$ cat src/edge_clamped_box_blur_defines.svh
// Assertion macros used by the box blur top level.
`ifndef EDGE_CLAMPED_BOX_BLUR_DEFINES_SVH
`define EDGE_CLAMPED_BOX_BLUR_DEFINES_SVH

// Same-cycle implication, checked on aclk outside reset.
`define ECBB_ASSERT_SAME(label, ante, cons, msg) \
    label: assert property (@(posedge aclk) disable iff (!aresetn) (ante) |-> (cons)) \
        else $error(msg);

// Next-cycle implication, checked on aclk outside reset.
`define ECBB_ASSERT_NEXT(label, ante, cons, msg) \
    label: assert property (@(posedge aclk) disable iff (!aresetn) (ante) |=> (cons)) \
        else $error(msg);

`endif

$ cat src/ecbb_pkg.sv
// Package: grid geometry, widths, register indexes, action codes, states and divider interface types.
package ecbb_pkg;

    localparam int GRID_COLS  = 64;
    localparam int GRID_ROWS  = 64;
    localparam int MAX_RADIUS = 7;

    localparam int ADDR_W = $clog2(GRID_COLS * GRID_ROWS);
    localparam int CNT_W  = 8;
    localparam int SUM_W  = 24;
    localparam int MAG_W  = SUM_W - 1;
    localparam int MAX_CELLS = (2 * MAX_RADIUS + 1) * (2 * MAX_RADIUS + 1);

    localparam logic [1:0] CFG_RADIUS = 2'd0;
    localparam logic [1:0] CFG_COLS   = 2'd1;
    localparam logic [1:0] CFG_ROWS   = 2'd2;

    localparam logic ACT_WRITE = 1'b0;
    localparam logic ACT_QUERY = 1'b1;

    typedef enum logic [2:0] {
        ST_IDLE,
        ST_SCAN,
        ST_DRAIN,
        ST_DIV_LOAD,
        ST_DIVIDE,
        ST_FINISH
    } state_t;

    typedef struct packed {
        logic             start;
        logic [MAG_W-1:0] dividend;
        logic [CNT_W-1:0] divisor;
    } div_req_t;

    typedef struct packed {
        logic             busy;
        logic             done;
        logic [MAG_W-1:0] quotient;
    } div_rsp_t;

endpackage

$ cat src/ecbb_divider.sv
// Restoring divider: one quotient bit per cycle, unsigned window sum by cell count.
module ecbb_divider (
    input  logic              aclk,
    input  logic              aresetn,
    input  ecbb_pkg::div_req_t req,
    output ecbb_pkg::div_rsp_t rsp
);
    import ecbb_pkg::*;

    localparam int ITER_W = $clog2(MAG_W + 1);

    logic [MAG_W-1:0]  dvd_reg;
    logic [CNT_W-1:0]  dsr_reg;
    logic [CNT_W-1:0]  rem_reg;
    logic [CNT_W-1:0]  rem_next;
    logic [ITER_W-1:0] iter_reg;
    logic              busy_reg;
    logic              done_reg;
    logic [CNT_W:0]    rem_shift;
    logic [CNT_W:0]    rem_diff;
    logic              q_bit;

    always_comb begin
        rem_shift = {rem_reg, dvd_reg[MAG_W-1]};
        rem_diff  = rem_shift - {1'b0, dsr_reg};
        q_bit     = rem_shift >= {1'b0, dsr_reg};
        rem_next  = q_bit ? rem_diff[CNT_W-1:0] : rem_shift[CNT_W-1:0];
    end

    always_ff @(posedge aclk) begin
        if (!aresetn) begin
            busy_reg <= 1'b0;
            done_reg <= 1'b0;
            iter_reg <= '0;
        end else begin
            done_reg <= 1'b0;
            if (req.start) begin
                busy_reg <= 1'b1;
                iter_reg <= ITER_W'(MAG_W);
            end else if (busy_reg) begin
                iter_reg <= iter_reg - 1'b1;
                if (iter_reg == ITER_W'(1)) begin
                    busy_reg <= 1'b0;
                    done_reg <= 1'b1;
                end
            end
        end
    end

    // Quotient bits shift in behind the dividend bits.
    always_ff @(posedge aclk) begin
        if (req.start) begin
            dvd_reg <= req.dividend;
            dsr_reg <= req.divisor;
            rem_reg <= '0;
        end else if (busy_reg) begin
            dvd_reg <= {dvd_reg[MAG_W-2:0], q_bit};
            rem_reg <= rem_next;
        end
    end

    assign rsp.busy     = busy_reg;
    assign rsp.done     = done_reg;
    assign rsp.quotient = dvd_reg;

endmodule

$ cat config.mk
export PLATFORM = sky130hd
export DESIGN_NAME = ecbb_divider
export DESIGN_NICKNAME = d
export VERILOG_FILES = /design/src/edge_clamped_box_blur_defines.svh /design/src/ecbb_pkg.sv /design/src/ecbb_divider.sv
export SDC_FILE = /design/constraint.sdc
export NUM_CORES = 1
export LEC_CHECK = 0
export BUFFER_PORTS_ARGS = -buffer_cell sky130_fd_sc_hd__buf_2
export CORE_UTILIZATION = 32
export DETAILED_ROUTE_END_ITERATION = 12
export HOLD_SLACK_MARGIN = 0.03
export SYNTH_ARGS = -nofsm -noshare
export SYNTH_HDL_FRONTEND = slang
export SYNTH_SLANG_ARGS = --single-unit
$ cat constraint.sdc
create_clock -name aclk -period 1.8 [get_ports aclk]
set_input_delay 0.27 -clock aclk [delete_from_list [all_inputs] [get_ports aclk]]
set_output_delay 0.27 -clock aclk [all_outputs]
set_load 0.01 [all_outputs]
==> flow_summary.toml, run 1 <==
[status]
status = "finished, final reports clean"

[timing]
worstMarginPinSlew_ps = 365
hold_viol_final = 0
setup_ws_ps = 2.35
final.setup.tns_ps = 0
setup_viol = 0
clock.fmax_mhz = 556
max_slew_margin = 0.753
rsz0062_at_grt = "true"
period_share = 0.999
fin_crit_ps = 1800
fin_skew_ps = 2.63
slew_viol_final = 0
finalHoldWorstSlack_ps = 140

[cts]
cts_tree = "yes"
clockRootBuffer = "clkbuf_8"
clk_pin_slew_worst_paths_ps = 90
cts_num_sinks = 46
clk_path_buf_depth = 2
cts_made_buffers = 5
clock_latency_ps = 300
htreeDepth = 2

[worst_setup_path]
path_cells = "inv_2 -> ha_4 -> fa_2 -> nand2b_4 -> a21oi_2 -> or4_1 -> and4_1 -> o31ai_2"
slowest_stage = "edfxtp_1"
r2r_start = "dvd_reg[22]"
cpPeakStageDelay_ps = 400
cp.required_ps = 2020
rr_endpoint = "rem_reg[6]"
cp_max_fo = 3
crit_arrival_ps = 2020
crit_path_start_kind = "register"
critical_path_class = "register to register"
endpoint_kind = "register"
r2r_setup_slack_ps = 2
r2r_cells = 8

[routing]
wirelength_um = 4450
first_iter_violations = 62
drt_first_pass_iters = 4
postRouteAntennaNets = 0
routedWlPerCell_um = 12.2
drc = 0
vias = 1645
viasPerCell = 4.51

[placement]
port_buffers = 58
postPlaceCellArea_um2 = 2820
dp_hpwl_um = 3370
preCtsSetupSlack_ps = -59.3
placedCellCount = 355
gp_congestion = 0.758

[yosys]
synthTopCellsByArea = "edfxtp_1 40%, dfxtp_1 13%, mux2_2 11%"
yosysSeqAreaShare = 0.535
yosys-top-cells-count = "31 x edfxtp_1, 23 x mux2_2, 21 x nor2_1"
syn_avg_cell_area_um2 = 12.0
yosysMostFrequentCell = "edfxtp_1"
netlist.area_leader.share = 0.405
synthArstFlopShare = 0
synth-main-ff-cell = "edfxtp_1"
synth_seq_cells = 46
yosysWarnings = 0
synth_top_area_cell = "edfxtp_1"
syn_inst = 192
synth_cell_types = 41
syn_nets = 237
syn-cell-area_um2 = 2300
synth-edff-count = 31

[floorplanning]
die_h_um = 86.8
dieArea_um2 = 7530
initial_core_util = 0.335
io_pins = 59
rows = 30
die_width_um = 86.8
coreArea_um2 = 6870

[power_and_ir_drop]
peakVddDrop_uv = 430
power_density_nw_per_um2 = 827
total_power_mw = 2.45
cellLeakagePower_nw = 1.25

[min_path]
hp-start = "req[7]"
hold_path_end = "dsr_reg[7]"
hold_depth = 1
hp-class = "input pin to register"

[job]
max_cap_viol_count = 0

[final_layout]
nNetsFinal = 313
final_cell_area_um2 = 2960
drive_above_1_share = 0.457
final-instance-count-excl-fill = 365
area_delta_synth_final_pct = 28.9
fill_cells = 662
largest_reg_flops = 23
insertedDiodeCount = 0
utilization = 0.432

[global_routing]
grt_pass1_vias = 1617
overflow = 0
grt_max_degree = 17
grt_pass1_wl_um = 7320
track_usage = 0.127
antenna_found_initial = 0
-- how the worst max path moves through the flow --
stage / end / slack, ps / cells after the start / from
6_report: rem_reg[6] / 2 / 8 / dvd_reg[22]
3_5_place_dp: rem_reg[6] / -60 / 8 / dvd_reg[22]
5_1_grt: rem_reg[6] / -100 / 8 / dvd_reg[22]
4_1_cts: rem_reg[6] / -20 / 8 / dvd_reg[22]
3_3_place_gp: rem_reg[6] / -2 / 8 / dvd_reg[22]
2_1_floorplan: rem_reg[6] / -40 / 8 / dvd_reg[22]
-- power breakdown --
group / leakage (nW) / total (mW) / switching (mW) / internal [mW]
Combinational: 0.767 / 0.454 / 0.221 / 0.233
Clock: 0.0506 / 0.720 / 0.360 / 0.360
Sequential: 0.433 / 1.28 / 0.0463 / 1.23
-- area by class of cell --
cell class                      instances  area, um2  share of cell area
Clock buffer                            8        101              0.0342
Inverter                               15       56.3              0.0190
Multi-Input combinational cell        123       1010               0.341
Sequential cell                        46       1230               0.415
Tap cell                               96        120              0.0405
Timing Repair Buffer                   77        445               0.150
-- layout by cell type (no fill, tap or decap), drive strengths merged, types with 3 or more instances in the layout --
cell type	netlist	layout
buf	6	77
ha	10	10
nor2	21	21
nor2b	3	3
clkbuf	2	8
inv	15	15
nand2	12	12
dfxtp	15	15
nand2b	3	3
xor2	4	4
mux2i	4	4
a21oi	8	8
edfxtp	31	31
xnor2	5	5
o21ai	6	6
nor3	4	4
mux2	24	24
-- worst max-delay path, delay by kind of cell, from the launching register on --
kind            cells  cell delay (ps)
buf+inv             1               90
flops               1              400
fa+ha+maj           2              340
compound gates      2              220
simple gates        3              660
-- timing repair --
item                       in CTS  in global routing
setup endpoints to repair       2                  7
gates resized for setup         3                  3
buffers inserted                2                  0
hold buffers                    0                  0
pin swaps                       2                  0
-- logic make-up (layout without fill, tap and decap cells) --
group,count (synthesis),after routing,synth area share
multiplexers,28,28,0.137
XOR/XNOR,9,9,0.0343
flip-flops,46,46,0.535
adder cells (fa/ha/maj),11,11,0.0631
AO/OA/AOI/OAI,25,25,0.0822
buffers and inverters,23,100,0.0457
AND/OR/NAND/NOR,50,50,0.103
-- per-layer routing --
metal,track usage,wire length [um],up-vias
li1,-,-,836
met1,0.157,2090,761
met2,0.219,2080,42
met3,0.0324,230,6
met4,0.0364,51,0
met5,0,0,-
Power figures use the tool's default switching activity.
==> run 2: changes to the inputs <==
ABC_AREA = 1   (was not set)
==> run 2 against run 1 <==
  * Area after synthesis is 3.2% higher
  * Wire length is 18% higher
  * Clock skew is 5.3 ps higher
  * Sequential power hardly changed
  * Die area is 3.1% higher
  * Hold slack better by 1.2 ps
  * Clock power is 9.0% lower
  * Maximum frequency is 8.9% higher
==> flow_summary.toml, run 2 <==
[worst_setup_path]
crit_path_start_kind = "register"
critical_path_class = "register to register"
cp_max_fo = 2
path_buf_inv = 2
endpoint_kind = "register"
crit_family = "adder cells"
path_cells = "inv_1 -> ha_1 -> fa_2 -> inv_1 -> nand3_1 -> nand3_1 -> xnor2_1 -> nand2_1 -> nand3_1 -> nand2_1"
cp.required_ps = 2000
crit_arrival_ps = 1850
slowest_stage = "fa_2"
cpMostUsedCell = "nand3_1"
cpPeakStageDelay_ps = 360

[final_layout]
multi_input_area_um2 = 1010
final-instance-count-excl-fill = 438
utilization = 0.403
largest_reg_flops = 23
nNetsFinal = 383
final_common_cell = "nand2_1"
final_cell_mix = "116 x nand2_1, 58 x buf_2, 31 x edfxtp_1"
area_delta_synth_final_pct = 22.5
drive_above_1_share = 0.260
insertedDiodeCount = 0
final_cell_area_um2 = 2910
register_area_um2 = 1230
fill_cells = 764

[yosys]
syn_nets = 320
synthArstFlopShare = 0
synth-edff-count = 31
synth_seq_cells = 46
yosysMostFrequentCell = "nand2_1"
yosysSeqAreaShare = 0.519
netlist.area_leader.share = 0.392
synth_cell_types = 30
syn_inst = 275
syn_avg_cell_area_um2 = 8.63
syn-cell-area_um2 = 2370
synthTopCellsByArea = "edfxtp_1 39%, nand2_1 18%, dfxtp_1 13%"
synth-main-ff-cell = "edfxtp_1"
yosysWarnings = 0
synth_top_area_cell = "edfxtp_1"
yosys-top-cells-count = "116 x nand2_1, 31 x edfxtp_1, 27 x inv_1"

[global_routing]
overflow = 0
grt_pass1_vias = 1829
grt_max_degree = 31
use_met2 = 0.215
grtUsageMet1 = 0.191
grt.met3_usage = 0.0500
grt_pass1_wl_um = 8520
busiest_layer = "met2"
antenna_found_initial = 0
track_usage = 0.143

[routing]
vias = 1946
first_iter_violations = 73
drt_first_pass_iters = 4
postRouteAntennaNets = 0
wirelength_um = 5250
viasPerCell = 4.44
routedWlPerCell_um = 12.0
drc = 0

[placement]
port_buffers = 58
dp_hpwl_um = 3690
gp_congestion = 0.850
preCtsSetupSlack_ps = 123
postPlaceCellArea_um2 = 2760
placedCellCount = 427

[cts]
clk_pin_slew_worst_paths_ps = 90
clk_path_buf_depth = 2
cts_num_sinks = 46
clock_latency_ps = 300
ctsHoldBuffers = 0
cts_made_buffers = 5
cts_tree = "yes"
htreeDepth = 2
clockRootBuffer = "clkbuf_8"

[min_path]
hp-class = "input pin to register"

[power_and_ir_drop]
peakVddDrop_uv = 426
total_power_mw = 2.39
power_density_nw_per_um2 = 821
cellLeakagePower_nw = 1.46

[floorplanning]
die_width_um = 88.1
coreArea_um2 = 7210
die_h_um = 88.1
rows = 31
io_pins = 59
dieArea_um2 = 7760
initial_core_util = 0.329

[timing]
slew_viol_final = 0
max_slew_margin = 0.663
final.setup.tns_ps = 0
fin_crit_ps = 1650
setup_ws_ps = 150
fin_skew_ps = 7.96
setup_viol = 0
hold_viol_final = 0
finalHoldWorstSlack_ps = 141
worstMarginPinSlew_ps = 505
period_share = 0.917
rsz0062_at_grt = "true"
clock.fmax_mhz = 606

[job]
max_cap_viol_count = 0

[status]
status = "finished, final reports clean"
==> run 2: cell types whose count changed after synthesis, sizes merged, moves of 4 or more <==
cell and delta:
mux2i -4, nand2 +109, xnor2 -4, nand3 +17
o21ai -6, mux2 -24, inv +16, nand3b +7
nor2 -10
==> run 2: what timing repair did <==
| action | in CTS | in global routing |
|---|---|---|
| resized for setup | 0 | 3 |
| setup buffers | 0 | 2 |
| endpoints found under the setup margin | 0 | 5 |
==> run 2: logic make-up (layout without fill, tap and decap cells) <==
logic type,count (synthesis),in the layout,share of synthesized area
AOI/OAI and AO/OA,12,12,0.0369
xor gates and xnor gates,3,3,0.0111
adders and majority gates,11,11,0.0612
buffers and inverters,40,103,0.0680
DFF,46,46,0.519
and+or+nand+nor,163,164,0.304
==> run 2: path summary, 6_finish.rpt <==
kind                from  slack, ps  cells past startpoint         end
max          dvd_reg[22]        150                     10  rem_reg[4]
max reg2reg  dvd_reg[22]        150                     10  rem_reg[4]
min reg2reg   rem_reg[0]        480                      2  rem_reg[0]
min               req[2]        140                      1  dsr_reg[2]
==> run 2: layout make-up <==
| cell class | count | share of cell area |
|---|---|---|
| clock buffer | 6 | 0.0250 |
| clock inverter | 2 | 0.00474 |
| inverter | 33 | 0.0426 |
| multi-input combinational | 190 | 0.347 |
| sequential | 46 | 0.424 |
| tap | 99 | 0.0426 |
| timing repair buffer | 62 | 0.115 |
==> run 2: power breakdown <==
| part | switching, mW | total (mW) | leakage (nW) | internal, mW |
|---|---|---|---|---|
| combinational | 0.268 | 0.449 | 0.978 | 0.182 |
| sequential | 0.0492 | 1.28 | 0.437 | 1.23 |
| clock | 0.379 | 0.655 | 0.0452 | 0.275 |
==> run 2: routing by layer <==
metal	wire length, um	vias to the layer above
met3	335	9
li1	-	1011
met5	0	-
met2	2250	55
met1	2560	871
met4	95	0
